<file path="src/rtl/core/tvsg_pkg.sv">
`timescale 1ns / 1ps

package tvsg_pkg;

    // Item kinds carried on the input tuser
    typedef enum logic [1:0] {
        REQ_ADDR  = 2'd0,
        REQ_WRITE = 2'd1,
        REQ_READ  = 2'd2,
        REQ_TICK  = 2'd3
    } t_req;

    // Register indexes
    localparam logic [3:0] REG_NOISE   = 4'd6;
    localparam logic [3:0] REG_ENABLE  = 4'd7;
    localparam logic [3:0] REG_VOL_A   = 4'd8;
    localparam logic [3:0] REG_EFINE   = 4'd11;
    localparam logic [3:0] REG_ECOARSE = 4'd12;
    localparam logic [3:0] REG_SHAPE   = 4'd13;
    localparam logic [3:0] REG_PORTA   = 4'd14;
    localparam logic [3:0] REG_PORTB   = 4'd15;

    localparam int NUM_REGS  = 16;
    localparam int NUM_VOICE = 3;

    // Enable register bits for port direction
    localparam int EN_PORTA_BIT = 6;
    localparam int EN_PORTB_BIT = 7;

    // Shape register bits
    localparam int SHAPE_HOLD_BIT   = 0;
    localparam int SHAPE_ALT_BIT    = 1;
    localparam int SHAPE_ATTACK_BIT = 2;
    localparam int SHAPE_CONT_BIT   = 3;

    localparam logic [17:0] LFSR_TAPS = 18'h24000;
    localparam logic [7:0]  PORT_IDLE = 8'hff;
    localparam logic [3:0]  NIB_ONES  = 4'hf;

    localparam int OUT_W = 40;

    typedef logic [NUM_REGS-1:0][7:0] t_regfile;

    typedef struct packed {
        logic       accept;
        t_req       req;
        logic [7:0] data;
        logic [7:0] port_a_in;
        logic [7:0] port_b_in;
    } t_bus_ctrl;

    typedef struct packed {
        logic       tick;
        logic       shape_wr;
        logic [3:0] shape;
    } t_gen_ctrl;

endpackage

</file>
<file path="src/rtl/core/tvsg_regs.sv">
`timescale 1ns / 1ps

module tvsg_regs (
    input  logic                i_clk,
    input  logic                i_rst_n,
    input  tvsg_pkg::t_bus_ctrl i_bus,
    output tvsg_pkg::t_regfile  o_regs,
    output tvsg_pkg::t_regfile  o_n_regs,
    output logic [3:0]          o_addr,
    output logic [7:0]          o_rd_data,
    output logic [7:0]          o_n_port_a,
    output logic [7:0]          o_n_port_b
);
    import tvsg_pkg::*;

    t_regfile   r_regs, n_regs;
    logic [3:0] r_addr, n_addr;
    logic [7:0] r_port_a, n_port_a;
    logic [7:0] r_port_b, n_port_b;
    logic [7:0] n_rd;

    always_comb begin
        n_regs   = r_regs;
        n_addr   = r_addr;
        n_port_a = r_port_a;
        n_port_b = r_port_b;
        n_rd     = 8'd0;
        if (i_bus.accept) begin
            unique case (i_bus.req)
                REQ_ADDR: begin
                    n_addr = i_bus.data[3:0];
                end
                REQ_WRITE: begin
                    n_regs[r_addr] = i_bus.data;
                    if (r_addr == REG_ENABLE) begin
                        // drive only on a change of direction
                        if (r_regs[REG_ENABLE][EN_PORTA_BIT] != i_bus.data[EN_PORTA_BIT]) begin
                            n_port_a = i_bus.data[EN_PORTA_BIT] ? r_regs[REG_PORTA] : PORT_IDLE;
                        end
                        if (r_regs[REG_ENABLE][EN_PORTB_BIT] != i_bus.data[EN_PORTB_BIT]) begin
                            n_port_b = i_bus.data[EN_PORTB_BIT] ? r_regs[REG_PORTB] : PORT_IDLE;
                        end
                    end else if (r_addr == REG_PORTA) begin
                        if (r_regs[REG_ENABLE][EN_PORTA_BIT]) begin
                            n_port_a = i_bus.data;
                        end
                    end else if (r_addr == REG_PORTB) begin
                        if (r_regs[REG_ENABLE][EN_PORTB_BIT]) begin
                            n_port_b = i_bus.data;
                        end
                    end
                end
                REQ_READ: begin
                    // sample the external port into its register on a read
                    if (r_addr == REG_PORTA) begin
                        n_regs[REG_PORTA] = i_bus.port_a_in;
                    end else if (r_addr == REG_PORTB) begin
                        n_regs[REG_PORTB] = i_bus.port_b_in;
                    end
                    n_rd = n_regs[r_addr];
                end
                REQ_TICK: begin
                    n_rd = 8'd0;
                end
                default: begin
                    n_rd = 8'd0;
                end
            endcase
        end
    end

    always_ff @(posedge i_clk) begin
        if (!i_rst_n) begin
            r_regs   <= '0;
            r_addr   <= 4'd0;
            r_port_a <= PORT_IDLE;
            r_port_b <= PORT_IDLE;
        end else begin
            r_regs   <= n_regs;
            r_addr   <= n_addr;
            r_port_a <= n_port_a;
            r_port_b <= n_port_b;
        end
    end

    assign o_regs     = r_regs;
    assign o_n_regs   = n_regs;
    assign o_addr     = r_addr;
    assign o_rd_data  = n_rd;
    assign o_n_port_a = n_port_a;
    assign o_n_port_b = n_port_b;

endmodule

</file>
<file path="src/rtl/core/tvsg_gen.sv">
`timescale 1ns / 1ps

module tvsg_gen (
    input  logic                i_clk,
    input  logic                i_rst_n,
    input  tvsg_pkg::t_gen_ctrl i_ctrl,
    input  tvsg_pkg::t_regfile  i_regs,
    output logic [2:0]          o_n_tone_phase,
    output logic                o_n_noise_phase,
    output logic [3:0]          o_n_env_val
);
    import tvsg_pkg::*;

    logic [2:0][11:0] r_tone_cnt, n_tone_cnt;
    logic [2:0]       r_tone_ph, n_tone_ph;
    logic [4:0]       r_noise_cnt, n_noise_cnt;
    logic             r_noise_ph, n_noise_ph;
    logic [16:0]      r_lfsr, n_lfsr;
    logic [15:0]      r_env_cnt, n_env_cnt;
    logic [3:0]       r_env_step, n_env_step;
    logic [3:0]       r_env_inv, n_env_inv;
    logic             r_env_hold, n_env_hold;
    logic             r_env_alt, n_env_alt;
    logic             r_env_holding, n_env_holding;

    logic [2:0][11:0] tone_div;
    logic [2:0][12:0] tone_inc;
    logic [5:0]       noise_inc;
    logic [17:0]      lfsr_x;
    logic [15:0]      env_period;
    logic [16:0]      env_inc;

    always_comb begin
        for (int ch = 0; ch < NUM_VOICE; ch++) begin
            tone_div[ch] = {i_regs[4'(2*ch+1)][3:0], i_regs[4'(2*ch)]};
            tone_inc[ch] = {1'b0, r_tone_cnt[ch]} + 13'd1;
        end
        noise_inc  = {1'b0, r_noise_cnt} + 6'd1;
        lfsr_x     = {1'b0, r_lfsr} ^ (r_lfsr[0] ? LFSR_TAPS : 18'd0);
        env_period = {i_regs[REG_ECOARSE], i_regs[REG_EFINE]};
        env_inc    = {1'b0, r_env_cnt} + 17'd1;
    end

    always_comb begin
        n_tone_cnt    = r_tone_cnt;
        n_tone_ph     = r_tone_ph;
        n_noise_cnt   = r_noise_cnt;
        n_noise_ph    = r_noise_ph;
        n_lfsr        = r_lfsr;
        n_env_cnt     = r_env_cnt;
        n_env_step    = r_env_step;
        n_env_inv     = r_env_inv;
        n_env_hold    = r_env_hold;
        n_env_alt     = r_env_alt;
        n_env_holding = r_env_holding;

        if (i_ctrl.tick) begin
            for (int ch = 0; ch < NUM_VOICE; ch++) begin
                if (tone_inc[ch] >= {1'b0, tone_div[ch]}) begin
                    n_tone_ph[ch]  = ~r_tone_ph[ch];
                    n_tone_cnt[ch] = 12'd0;
                end else begin
                    n_tone_cnt[ch] = tone_inc[ch][11:0];
                end
            end

            if (noise_inc >= {1'b0, i_regs[REG_NOISE][4:0]}) begin
                if (r_lfsr[0] ^ r_lfsr[1]) begin
                    n_noise_ph = ~r_noise_ph;
                end
                n_lfsr      = lfsr_x[17:1];
                n_noise_cnt = 5'd0;
            end else begin
                n_noise_cnt = noise_inc[4:0];
            end

            if (!r_env_holding) begin
                if (env_inc >= {1'b0, env_period}) begin
                    n_env_cnt = 16'd0;
                    if (r_env_step == 4'd0) begin
                        if (r_env_alt) begin
                            n_env_inv = ~r_env_inv;
                        end
                        if (r_env_hold) begin
                            n_env_holding = 1'b1;
                        end else begin
                            n_env_step = NIB_ONES;
                        end
                    end else begin
                        n_env_step = r_env_step - 4'd1;
                    end
                end else begin
                    n_env_cnt = env_inc[15:0];
                end
            end
        end

        // restart the envelope step, leave its divider running
        if (i_ctrl.shape_wr) begin
            n_env_inv = i_ctrl.shape[SHAPE_ATTACK_BIT] ? NIB_ONES : 4'd0;
            if (!i_ctrl.shape[SHAPE_CONT_BIT]) begin
                n_env_hold = 1'b1;
                n_env_alt  = i_ctrl.shape[SHAPE_ATTACK_BIT];
            end else begin
                n_env_hold = i_ctrl.shape[SHAPE_HOLD_BIT];
                n_env_alt  = i_ctrl.shape[SHAPE_ALT_BIT];
            end
            n_env_step    = NIB_ONES;
            n_env_holding = 1'b0;
        end
    end

    always_ff @(posedge i_clk) begin
        if (!i_rst_n) begin
            r_tone_cnt    <= '0;
            r_tone_ph     <= 3'd0;
            r_noise_cnt   <= 5'd0;
            r_noise_ph    <= 1'b1;
            r_lfsr        <= 17'd1;
            r_env_cnt     <= 16'd0;
            r_env_step    <= NIB_ONES;
            r_env_inv     <= 4'd0;
            r_env_hold    <= 1'b1;
            r_env_alt     <= 1'b0;
            r_env_holding <= 1'b0;
        end else begin
            r_tone_cnt    <= n_tone_cnt;
            r_tone_ph     <= n_tone_ph;
            r_noise_cnt   <= n_noise_cnt;
            r_noise_ph    <= n_noise_ph;
            r_lfsr        <= n_lfsr;
            r_env_cnt     <= n_env_cnt;
            r_env_step    <= n_env_step;
            r_env_inv     <= n_env_inv;
            r_env_hold    <= n_env_hold;
            r_env_alt     <= n_env_alt;
            r_env_holding <= n_env_holding;
        end
    end

    assign o_n_tone_phase  = n_tone_ph;
    assign o_n_noise_phase = n_noise_ph;
    assign o_n_env_val     = n_env_step ^ n_env_inv;

endmodule

</file>
<file path="src/rtl/core/three_voice_sound_generator_core.sv">
// Three-voice sound generator with a sixteen-register bus interface.
// Input channel (s_axis): each beat is one item. tuser carries the kind:
// address latch write, data write, data read or one sound clock tick.
// tdata carries the write byte and the two external port values.
// Output channel (m_axis): exactly one result beat per input beat, in order,
// holding the read byte (zero unless a read), the three gated level indexes,
// the three envelope-select flags and the values driven on both ports.
// Levels and flags always reflect the state after the item.
// Latency: the result is presented the cycle after the input beat is taken.
// Throughput: one item per clock; the state update is a single pass from the
// state registers to the result register.
// The block keeps taking beats while the result register is being emptied in
// the same cycle; when the receiver stalls with a result held, s_axis_tready
// drops and both sides hold.
// Synchronous active-low reset: all registers clear to zero, the noise LFSR
// and noise phase to one, envelope step to fifteen with hold set, ports
// read as inputs (255), and the output channel empties.
`timescale 1ns / 1ps

module three_voice_sound_generator_core (
    input  logic        i_clk,
    input  logic        i_rst_n,
    input  logic        s_axis_tvalid,
    output logic        s_axis_tready,
    // data_in[7:0], port_a_in[15:8], port_b_in[23:16]
    input  logic [23:0] s_axis_tdata,
    // req_type[1:0]
    input  logic [1:0]  s_axis_tuser,
    output logic        m_axis_tvalid,
    input  logic        m_axis_tready,
    // read_data[7:0], level_a[11:8], level_b[15:12], level_c[19:16],
    // env_sel_a[20], env_sel_b[21], env_sel_c[22], port_a_pins[30:23],
    // port_b_pins[38:31], zero pad[39]
    output logic [39:0] m_axis_tdata
);
    import tvsg_pkg::*;

    logic             accept;
    t_req             req;
    t_bus_ctrl        bus;
    t_gen_ctrl        gen_ctrl;
    t_regfile         regs, n_regs;
    logic [3:0]       addr;
    logic [7:0]       rd_data, n_port_a, n_port_b;
    logic [2:0]       n_tone_ph;
    logic             n_noise_ph;
    logic [3:0]       n_env_val;
    logic [2:0][3:0]  level;
    logic [2:0]       env_sel;
    logic [OUT_W-1:0] n_out;

    logic             r_out_valid;
    logic [OUT_W-1:0] r_out_data;

    assign s_axis_tready = !r_out_valid || m_axis_tready;
    assign accept        = s_axis_tvalid && s_axis_tready;
    assign req           = t_req'(s_axis_tuser);

    assign bus.accept    = accept;
    assign bus.req       = req;
    assign bus.data      = s_axis_tdata[7:0];
    assign bus.port_a_in = s_axis_tdata[15:8];
    assign bus.port_b_in = s_axis_tdata[23:16];

    assign gen_ctrl.tick     = accept && (req == REQ_TICK);
    assign gen_ctrl.shape_wr = accept && (req == REQ_WRITE) && (addr == REG_SHAPE);
    assign gen_ctrl.shape    = s_axis_tdata[3:0];

    tvsg_regs u_regs (
        .i_clk      (i_clk),
        .i_rst_n    (i_rst_n),
        .i_bus      (bus),
        .o_regs     (regs),
        .o_n_regs   (n_regs),
        .o_addr     (addr),
        .o_rd_data  (rd_data),
        .o_n_port_a (n_port_a),
        .o_n_port_b (n_port_b)
    );

    tvsg_gen u_gen (
        .i_clk           (i_clk),
        .i_rst_n         (i_rst_n),
        .i_ctrl          (gen_ctrl),
        .i_regs          (regs),
        .o_n_tone_phase  (n_tone_ph),
        .o_n_noise_phase (n_noise_ph),
        .o_n_env_val     (n_env_val)
    );

    // mixer: tone and noise gates per voice, volume or envelope level
    always_comb begin
        for (int ch = 0; ch < NUM_VOICE; ch++) begin
            env_sel[ch] = n_regs[REG_VOL_A + 4'(ch)][4];
            if ((n_tone_ph[ch] | n_regs[REG_ENABLE][ch]) &
                (n_noise_ph | n_regs[REG_ENABLE][3+ch])) begin
                level[ch] = env_sel[ch] ? n_env_val : n_regs[REG_VOL_A + 4'(ch)][3:0];
            end else begin
                level[ch] = 4'd0;
            end
        end
        n_out = {1'b0, n_port_b, n_port_a, env_sel, level[2], level[1], level[0], rd_data};
    end

    always_ff @(posedge i_clk) begin
        if (!i_rst_n) begin
            r_out_valid <= 1'b0;
        end else if (accept) begin
            r_out_valid <= 1'b1;
        end else if (m_axis_tready) begin
            r_out_valid <= 1'b0;
        end
    end

    always_ff @(posedge i_clk) begin
        if (accept) begin
            r_out_data <= n_out;
        end
    end

    assign m_axis_tvalid = r_out_valid;
    assign m_axis_tdata  = r_out_data;

    // input may only stall while a result is held
    a_stall_only_when_full: assert property (@(posedge i_clk) disable iff (!i_rst_n)
        !s_axis_tready |-> m_axis_tvalid)
        else $error("input stalled with empty result register");

    // a read of port A returns the sampled external value
    a_port_a_read: assert property (@(posedge i_clk) disable iff (!i_rst_n)
        (accept && req == REQ_READ && addr == REG_PORTA)
        |=> (m_axis_tdata[7:0] == $past(s_axis_tdata[15:8])))
        else $error("port A read did not return sampled input");

    // a port set as input drives all ones
    a_port_a_idle: assert property (@(posedge i_clk) disable iff (!i_rst_n)
        (m_axis_tvalid && !regs[REG_ENABLE][EN_PORTA_BIT]) |-> (m_axis_tdata[30:23] == PORT_IDLE))
        else $error("port A driven while set as input");

    a_port_b_idle: assert property (@(posedge i_clk) disable iff (!i_rst_n)
        (m_axis_tvalid && !regs[REG_ENABLE][EN_PORTB_BIT]) |-> (m_axis_tdata[38:31] == PORT_IDLE))
        else $error("port B driven while set as input");

endmodule

</file>
<file path="config.mk">
export PLATFORM = sky130hd
export DESIGN_NAME = three_voice_sound_generator_core
export DESIGN_NICKNAME = d
export VERILOG_FILES = /design/src/rtl/core/tvsg_pkg.sv /design/src/rtl/core/tvsg_regs.sv /design/src/rtl/core/tvsg_gen.sv /design/src/rtl/core/three_voice_sound_generator_core.sv
export SDC_FILE = /design/constraint.sdc
export NUM_CORES = 1
export LEC_CHECK = 0
export BUFFER_PORTS_ARGS = -buffer_cell sky130_fd_sc_hd__buf_2
export CELL_PAD_IN_SITES_DETAIL_PLACEMENT = 0
export CELL_PAD_IN_SITES_GLOBAL_PLACEMENT = 1
export CORE_ASPECT_RATIO = 1.2
export CORE_MARGIN = 2
export CORE_UTILIZATION = 40
export CTS_BUF_LIST = sky130_fd_sc_hd__clkbuf_8
export CTS_CLUSTER_SIZE = 25
export DETAILED_ROUTE_END_ITERATION = 12
export GPL_ROUTABILITY_DRIVEN = 1
export HOLD_SLACK_MARGIN = 0.02
export MAX_ROUTING_LAYER = met4
export PLACE_DENSITY_LB_ADDON = 0.1
export SYNTH_ARGS = -nofsm -noshare
export SYNTH_HDL_FRONTEND = slang
export SYNTH_SLANG_ARGS = --single-unit
export TNS_END_PERCENT = 30
</file>
<file path="constraint.sdc">
create_clock -name i_clk -period 4.02 [get_ports i_clk]
set_clock_uncertainty 0.1 [all_clocks]
set_input_delay 0.402 -clock i_clk [delete_from_list [all_inputs] [get_ports i_clk]]
set_output_delay 0.402 -clock i_clk [all_outputs]
set_load 0.02 [all_outputs]
</file>
==> results.md, run 1 <==
* Outcome: finished, final reports clean
* Post-synth cell types at 71
* Worst Hold Class: input pin to flip-flop
* Via count at 11500
* Routed Antenna Nets at 0
* DRC at 0
* Skew-Pair Late Insertion Delay at 0.60 ns
* CP top delay family: simple AND/OR/NAND/NOR gates
* GRT overflow at 0
* Post-Layout Cell Count at 2204
* Final Setup Violations at 0
* CTS Root Cell: clkbuf_8
* Initial core utilization at 40.5%
* First-pass GRT wire length at 63500 microns
* Mapped Area at 14900 sq um
* Routability cong. at 0.832
* CTS tree: built
* Leading area contributor after synthesis: dfxtp_1
* Nets at 1785
* DP HPWL at 28400 microns
* P_sw at 1480 uW
* Pwr Density at 342 nW/um^2
* Clock transition at path regs at 0.06 ns
* Avg Synthesized Cell Area at 9.40 sq um
* Die height at 215 microns
* Antenna violations before repair at 0
* P_int at 4370 uW
* CP required at 4.28 ns
* Area Overhead vs Synth at 15.3%
* Register share of total power at 48.8%
* DR iter-0 viols at 620
* Slowest stage cell on the critical path: or4_4
* Largest family of logic cells by synthesized area: simple AND/OR/NAND/NOR gates
* Logic pwr share at 6.4%
* Post-synth ARST share at 0%
* Tmin final at 3.91 ns
* Yosys reg bits at 277
* Mux cell area share after synthesis at 13.6%
* Placed insts at 2108
* Crit start category: flip-flop
* Max incr delay on CP at 0.51 ns
* Final Hold Fails at 0
* Post-Syn Instances at 1582
* WP data arrival at 4.17 ns
* Max-cap violation count at 0
* Yosys warns at 0
* Worst Max-Slew Pin Slew at 1.02 ns
* DRT Wirelength at 40400 microns
* H-tree levels at 2
* Crit path cell chain: nand3_2 -> nor2_2 -> and3_1 -> and2_4 -> nand4_1 -> xnor2_1 -> ha_1 -> and4_4 -> a311oi_2 -> o221a_2 -> or4_4 -> a211o_1 -> a311oi_1 -> and3b_1
* CTS max path bufs at 3
* Die area at 38700 sq um
* Die width at 180 microns
* Kind of critical path: flip-flop to flip-flop
* Post-synth EDFFs at 39
* Syn Nets at 1679
* Yosys top cell area share at 32.1%
* Complex-gate fraction of the synthesized area at 12.3%
* Share of the yosys chip area belonging to registers at 39.9%
* Top_reg_cell synth: dfxtp_1
* Area post-placement at 16000 sq um
* Max IR drop VDD at 266 uV
* Synth area leaders: dfxtp_1, mux2i_1, edfxtp_1
* Clock share of power at 44.9%
* Final period utilization at 97.2%
* Crit path buffers/inverters at 0
* Slew Viols, Final at 0
* XOR/XNOR Fraction of Synth Area at 4.18%
* TritonRoute pass-1 iters at 4
* Crit Path Max Fanout at 7
* Global-route usage over all layers at 21.1%
* Per-cell routed wire length at 18.3 microns
* Ports at 72
* CP Capture Type: flip-flop
* Share of cells above drive strength 1 at 16.6%
* Port Buf Inserts at 70
* Core Area at 36700 sq um
* Fmax at 256 MHz
* Site Rows at 77
* Final Cell Area at 17100 sq um
* Clock sink count at 277
* CTS buffer count at 50
* Routed vias/inst at 5.23
* LEAKAGE at 0.00625 uW
* Switching share of power at 25.3%
* RSZ-0062 raised after global routing: true
* Vias in the first global route at 11300
* Post-Synth Simple-Gate Area at 20.2%
* Pin count of the biggest net entering global routing at 114
* Hold Slack at 0.109 ns
* Area share of fa/ha/maj cells after synthesis at 5.64%
* Slew HR at 31.8%
-- logic make-up after synthesis --
logic type | count (synthesis)
AOI/OAI and AO/OA | 282
xor gates and xnor gates | 71
adders and majority gates | 67
buffers and inverters | 157
DFF | 277
muxes | 161
other | 1
and+or+nand+nor | 566
-- final timing paths --
check	cells past startpoint	startpoint	end	slack [ns]
worst max-delay path	14	u_gen.r_env_cnt[2]	m_axis_tdata[13]	0.11
worst min-delay path	3	m_axis_tready	m_axis_tvalid	0.11
worst max register to register	14	u_gen.r_env_cnt[2]	m_axis_tdata[13]	0.11
worst min register to register	2	u_regs.o_regs[109]	u_regs.o_regs[109]	0.37
-- per-stage QoR --
step	TNS, ns	total power [uW]	setup slack, ns	utilization, %
finish	0	5850	0.113	46.7
global route	-0.0916	6090	-0.0658	46.7
CTS	0	5930	0.00700	46.4
detailed placement	-0.0627	3280	-0.0627	43.7
global placement	0	3280	0.0543	43.7
floorplan	0	3150	0.00917	-
-- synthesized netlist by cell type, types with 3 or more instances --
cell type  number
buf_1          13
buf_2           5
a211oi_1       26
mux2i_1       127
a311oi_1        6
a22oi_1         5
a221o_1         4
o211ai_1       10
nor2b_1       152
o21ai_0        61
nor3b_1         3
and4_1          5
nor2_1         98
o31ai_1         3
nor3_2          3
o22ai_1        15
nor3_1         16
nand2b_1       29
nand3_1        34
xnor2_1        30
and3_1         19
a21oi_1        68
and2_1         22
inv_1          68
a31oi_1         6
nand4_1        10
a21boi_0       42
or3_1           6
a21o_1          7
nand3b_1       18
nand2_1       134
ha_1           67
edfxtp_1       39
mux4_2         33
clkbuf_1       68
o21a_1          7
dfxtp_1       238
a2111oi_0       4
xor2_1         41
-- power by group through the flow --
stage | clock, uW | sequential, uW | combinational (uW)
6_report | 2630 | 2850 | 372
4_1_cts | 2710 | 2850 | 370
3_5_place_dp | 0 | 2910 | 368
3_3_place_gp | 0 | 2910 | 368
5_1_grt | 2830 | 2860 | 406
2_1_floorplan | 0 | 2920 | 227
-- worst register-to-register path, cell delays in order, from the launching register on --
cell	delay (ns)
dfxtp_1	0.34
nand3_2	0.13
nor2_2	0.14
and3_1	0.20
and2_4	0.17
nand4_1	0.11
xnor2_1	0.18
ha_1	0.31
and4_4	0.25
a311oi_2	0.12
o221a_2	0.33
or4_4	0.51
a211o_1	0.32
a311oi_1	0.26
and3b_1	0.20
-- area by class of cell --
class | count | area [sq um]
flip-flops and latches | 277 | 5940
diodes | 1 | 2.50
well taps | 474 | 593
clock inverters | 37 | 209
repair buffers | 143 | 928
clock buffers | 56 | 771
multi-input cells | 1148 | 8430
fillers | 3587 | 19600
inverters | 68 | 255
-- per-layer routing --
metal / track usage [%] / vias up / wire length (microns)
li1: - / 5769 / -
met2: 34.0 / 214 / 18900
met1: 27.3 / 5463 / 18700
met4: 7.05 / 0 / 1240
met5: - / - / 0
met3: 3.03 / 80 / 1610
-- registers in the layout, summed over array words and instances, names as in the netlist --
register / flops
u_regs.o_regs: 128
u_gen.r_tone_cnt: 36
u_gen.r_noise_ph: 1
m_axis_tvalid: 1
m_axis_tdata: 39
u_gen.r_env_holding: 1
u_gen.r_tone_ph: 3
u_gen.r_env_cnt: 16
u_gen.r_env_hold: 1
u_gen.r_env_alt: 1
u_gen.r_noise_cnt: 5
u_gen.r_env_step: 4
u_gen.r_lfsr: 17
u_gen.r_env_inv: 4
u_regs.r_port_a: 8
u_regs.r_port_b: 8
u_regs.o_addr: 4
-- cells in the final DEF (no fill, tap or decap), types with 7 or more instances in the layout --
master    Yosys  layout
a21boi_0     42      42
nand4_1      10      10
nand3b_1     18      18
nand2b_1     29      29
nor2_1       98      93
o21ai_0      61      60
mux4_2       33      33
buf_2         5      69
and2_1       22      20
xnor2_1      30      29
xor2_1       41      41
nor2b_1     152     152
nand2_1     134     134
a21oi_1      68      68
buf_4         2      71
clkbuf_8      0      56
o21a_1        7       7
mux2i_1     127     127
inv_1        68      89
and3_1       19      19
a211oi_1     26      25
edfxtp_1     39      39
o211ai_1     10      10
dfxtp_1     238     234
nand3_1      34      31
ha_1         67      66
o22ai_1      15      14
nor3_1       16      14
a21o_1        7       7
clkinv_2      0       7
-- what timing repair did --
item | 4_1_cts | 5_1_grt
buffers inserted | 0 | 1
hold buffers | 1 | 0
cloned | 0 | 0
setup endpoints to repair | 1 | 13
pin swaps | 1 | 9
resized for setup | 2 | 26
hold endpoints to repair | 1 | 0
Power figures use the tool's default switching activity.
==> run 2, diff against run 1 <==
- BUFFER_PORTS_ARGS: -buffer_cell sky130_fd_sc_hd__buf_2 -> -buffer_cell sky130_fd_sc_hd__clkbuf_2
==> results.md, run 2 (synthesized netlist as in run 1, its figures left out) <==
* CTS max path bufs at 3
* Switching share of power at 24.9%
* Antenna violations before repair at 0
* Most common cell after layout, fill and taps aside: dfxtp_1
* Max-cap violation count at 0
* Filler Cell Count at 3631
* Clock sink count at 277
* Clock share of power at 46.0%
* P_sw at 1490 uW
* Flip-flop count of the largest register after layout at 128
* Pin count of the biggest net entering global routing at 122
* H-tree levels at 2
* Initial core utilization at 40.5%
* Via count at 11500
* Global-route usage over all layers at 21.6%
* Final Hold Fails at 0
* Met2 WL at 19200 microns
* Final Cell Area at 17300 sq um
* Share of cells above drive strength 1 at 17.9%
* CP Capture Type: flip-flop
* Outcome: finished, final reports clean
* Slew Viols, Final at 0
* DRT Wirelength at 41200 microns
* Area Overhead vs Synth at 16.4%
* Area occupied by multi-input gates at 8520 sq um
* Met3 WL at 1740 microns
* Logic pwr share at 6.3%
* Register share of total power at 47.7%
* Final Setup Violations at 0
* Pwr Density at 346 nW/um^2
* WP data arrival at 4.11 ns
* Kind of critical path: flip-flop to flip-flop
* Ports at 72
* Vias in the first global route at 11500
* Die height at 215 microns
* Routed Antenna Nets at 0
* Max incr delay on CP at 0.43 ns
* Total negative slack at 0 ns
* Core Area at 36700 sq um
* Worst Max-Slew Pin Slew at 0.964 ns
* Site Rows at 77
* Final Core Density at 47.1%
* Worst Hold Class: input pin to flip-flop
* Clock transition at path regs at 0.07 ns
* Dpl ws at -0.0723 ns
* Worst setup margin at 0.204 ns
* DRC at 0
* CP top delay family: simple AND/OR/NAND/NOR gates
* Final period utilization at 94.9%
* Fmax at 262 MHz
* LEAKAGE at 0.00635 uW
* P_int at 4490 uW
* Met1 WL at 19200 microns
* Nets at 1790
* TritonRoute pass-1 iters at 5
* Routed vias/inst at 5.22
* CTS tree: built
* CTS buffer count at 50
* Port Buf Inserts at 70
* Sequential Area at 5940 sq um
* DP HPWL at 28500 microns
* Crit path buffers/inverters at 0
* Die width at 180 microns
* Max IR drop VDD at 258 uV
* Skew-Pair Late Insertion Delay at 0.64 ns
* Tmin final at 3.82 ns
* Most frequent cells in the layout: dfxtp_1, nor2b_1, nand2_1, mux2i_1, nor2_1
* CP required at 4.31 ns
* Slowest stage cell on the critical path: or4_4
* Die area at 38700 sq um
* # diodes at 0
* Slew HR at 35.4%
* Area post-placement at 16100 sq um
* First-pass GRT wire length at 64300 microns
* Most frequent CP cell: nand3_2
* Crit start category: flip-flop
* Crit Path Max Fanout at 5
* Per-cell routed wire length at 18.7 microns
* GRT overflow at 0
* CTS Root Cell: clkbuf_8
* Crit path cell chain: ha_2 -> nand2_1 -> nor2_2 -> nand3_2 -> nor2_4 -> nand3_2 -> xnor2_2 -> ha_1 -> o21ai_0 -> nor2_1 -> a311oi_4 -> o221a_2 -> or4_4 -> a211o_1 -> a311oi_1 -> and3b_1
* DR top layer: met4
* Routability cong. at 0.846
* DR iter-0 viols at 582
-- run 2: cell types whose count changed in the layout (fill, tap and decap cells not counted), sizes merged --
cell    delta
buf       -64
clkbuf    +79
bufinv     -1
inv        -4
diode      -1
clkinv     -8
-- run 2: area by class of cell --
class / instances / area share (%)
multi-input combinational: 1148 / 49.3
clock buffer: 66 / 5.25
clock inverter: 24 / 0.730
timing repair buffer: 148 / 5.51
sequential: 277 / 34.4
inverter: 68 / 1.48
tap: 474 / 3.43
-- run 2: worst paths after layout --
kind	from	end	slack, ns	cells after the start
worst min-delay path	m_axis_tready	m_axis_tvalid	0.09	3
worst max register to register	u_gen.r_env_cnt[0]	m_axis_tdata[13]	0.20	16
worst max-delay path	u_gen.r_env_cnt[0]	m_axis_tdata[13]	0.20	16
worst min register to register	u_regs.o_regs[106]	u_regs.o_regs[106]	0.36	2
-- run 2: what timing repair did --
item / 4_1_cts / 5_1_grt
endpoints found under the hold margin: 1 / 0
hold buffers: 1 / 0
setup buffers: 0 / 0
endpoints found under the setup margin: 1 / 21
resized for setup: 3 / 39
pin swaps: 0 / 16
-- run 2: routing by layer --
metal / vias to the layer above / track usage (%)
met1: 5468 / 27.7
met4: 0 / 6.75
met3: 63 / 4.08
met2: 216 / 34.6
met5: - / -
li1: 5774 / -
-- run 2: worst reg2reg max path, stage by stage (launching register included) --
cell,delay (ns)
dfxtp_4,0.37
ha_2,0.18
nand2_1,0.07
nor2_2,0.16
nand3_2,0.13
nor2_4,0.14
nand3_2,0.10
xnor2_2,0.17
ha_1,0.30
o21ai_0,0.09
nor2_1,0.22
a311oi_4,0.06
o221a_2,0.27
or4_4,0.43
a211o_1,0.32
a311oi_1,0.25
and3b_1,0.21
-- run 2: power groups by stage --
stage               sequential (uW)  combinational, uW  clock, uW
floorplan                      2920                227          0
global placement               2910                370          0
detailed placement             2920                370          0
CTS                            2860                373       2850
global route                   2860                410       2950
finish                         2860                377       2750
-- run 2: through the flow --
| step | power [uW] | hold WS [ns] | std cells |
|---|---|---|---|
| final | 5980 | 0.0857 | 2205 |
| after global routing | 6220 | 0.0842 | 2205 |
| after CTS | 6080 | 0.0342 | 2205 |
| after detailed placement | 3290 | 0.358 | 2114 |
| after global placement | 3280 | 0.351 | 2114 |
| after floorplan | 3150 | 0.340 | 1582 |
==> run 3, diff against run 2 <==
--- a/constraint.sdc
+++ b/constraint.sdc
@@ -4,2 +4,2 @@
 set_output_delay 0.402 -clock i_clk [all_outputs]
-set_load 0.02 [all_outputs]
+set_load 0.1 [all_outputs]
==> results.md, run 3 (synthesized netlist as in run 1, its figures left out) <==
* Outcome: finished, final reports clean
* Routed vias/inst at 5.24
* DRT Wirelength at 40200 microns
* Die width at 180 microns
* Port Buf Inserts at 70
* Register share of total power at 48.8%
* Share of cells above drive strength 1 at 16.1%
* Via count at 11500
* Clock transition at path regs at 0.06 ns
* H-tree levels at 2
* CTS tree: built
* P_int at 4300 uW
* Slew HR at 18.5%
* DP HPWL at 28200 microns
* Area post-placement at 16000 sq um
* Ports at 72
* Routability cong. at 0.832
* Final period utilization at 96.6%
* Most frequent cells in the layout: dfxtp_1, nor2b_1, nand2_1, mux2i_1, nor2_1
* Crit start category: flip-flop
* LEAKAGE at 0.00621 uW
* DR iter-0 viols at 551
* Logic pwr share at 7.6%
* Placed insts at 2100
* Dpl ws at 0.0258 ns
* CTS Root Cell: clkbuf_8
* Die height at 215 microns
* Kind of critical path: flip-flop to flip-flop
* Initial core utilization at 40.5%
* Vias in the first global route at 11300
* # diodes at 0
* Crit Path Max Fanout at 4
* Routed Antenna Nets at 0
* Filler Cell Count at 3619
* TritonRoute pass-1 iters at 5
* P_sw at 1550 uW
* CTS buffer count at 48
* Post-Layout Cell Count at 2187
* Skew-Pair Late Insertion Delay at 0.62 ns
* Slew Viols, Final at 0
* CP Capture Type: flip-flop
* Max-cap violation count at 0
* Core Area at 36700 sq um
* Flip-flop count of the largest register after layout at 128
* DRC at 0
* RSZ-0062 raised after global routing: true
* Pin count of the biggest net entering global routing at 79
* Nets at 1775
* Clock sink count at 277
* WP data arrival at 4.17 ns
* Most common cell after layout, fill and taps aside: dfxtp_1
* Per-cell routed wire length at 18.4 microns
* Switching share of power at 26.4%
* GRT overflow at 0
* Fmax at 257 MHz
* Antenna violations before repair at 0
* Worst Max-Slew Pin Slew at 1.22 ns
* Pwr Density at 344 nW/um^2
* Max IR drop VDD at 231 uV
* Worst setup margin at 0.136 ns
* Final Cell Area at 17000 sq um
* CP required at 4.31 ns
* Worst Hold Class: input pin to flip-flop
* Area Overhead vs Synth at 14.5%
* Post-CTS Setup Bufs at 0
* Final Setup Violations at 0
* Site Rows at 77
* Global-route usage over all layers at 21.5%
* Die area at 38700 sq um
* CTS max path bufs at 3
* Final Hold Fails at 0
* Clock share of power at 43.6%
* First-pass GRT wire length at 64300 microns
* Tmin final at 3.88 ns
==> run 3: power by group through the flow <==
stage | clock (uW) | combinational (uW) | sequential (uW)
6_report | 2550 | 446 | 2850
3_3_place_gp | 0 | 440 | 2910
4_1_cts | 2640 | 445 | 2850
2_1_floorplan | 0 | 234 | 2990
3_5_place_dp | 0 | 442 | 2910
5_1_grt | 2740 | 479 | 2860
==> run 3: worst max-delay path: stages, from the launching register on <==
cell and delay (ns):
dfxtp_1 0.35, nand3_2 0.10, nor2_1 0.13, and3_1 0.24
and2_4 0.18, nand4_1 0.15, xnor2_2 0.18, ha_1 0.30
and4_4 0.25, a311oi_2 0.11, o221a_2 0.28, or4_4 0.50
a211o_1 0.32, a311oi_2 0.26, and3b_1 0.20
==> run 3: path summary, 6_finish.rpt <==
check	cells past startpoint	endpoint	slack [ns]	start
setup reg to reg	14	m_axis_tdata[13]	0.14	u_gen.r_env_cnt[3]
hold reg to reg	2	u_regs.o_regs[109]	0.36	u_regs.o_regs[109]
setup / recovery	14	m_axis_tdata[13]	0.14	u_gen.r_env_cnt[3]
hold / removal	2	u_gen.r_lfsr[0]	0.19	i_rst_n
==> run 3: timing repair <==
item,CTS,global route
endpoints found under the hold margin,1,0
resized for setup,0,27
endpoints found under the setup margin,0,11
hold buffers,2,0
==> run 3: metrics by stage <==
step / hold slack [ns] / setup TNS, ns / utilization, % / power [uW]
2_1_floorplan: 0.340 / -0.0662 / - / 3220
3_3_place_gp: 0.351 / 0 / 43.5 / 3350
3_5_place_dp: 0.358 / 0 / 43.5 / 3360
4_1_cts: 0.152 / 0 / 46.1 / 5940
5_1_grt: 0.224 / -0.160 / 46.4 / 6070
6_report: 0.187 / 0 / 46.4 / 5850
==> run 3: layout make-up <==
cell class	instances	area (sq um)	share of cell area (%)
clock inverters	32	188	1.10
well taps	474	593	3.48
repair buffers	135	871	5.12
multi-input cells	1148	8450	49.6
flip-flops and latches	277	5940	34.9
clock buffers	53	729	4.28
inverters	68	255	1.50
==> run 3: per-layer routing <==
| metal | global-route usage (%) | wire length [microns] |
|---|---|---|
| met4 | 8.67 | 1330 |
| met2 | 34.4 | 18800 |
| met5 | - | 0 |
| met3 | 2.97 | 1340 |
| met1 | 27.3 | 18600 |
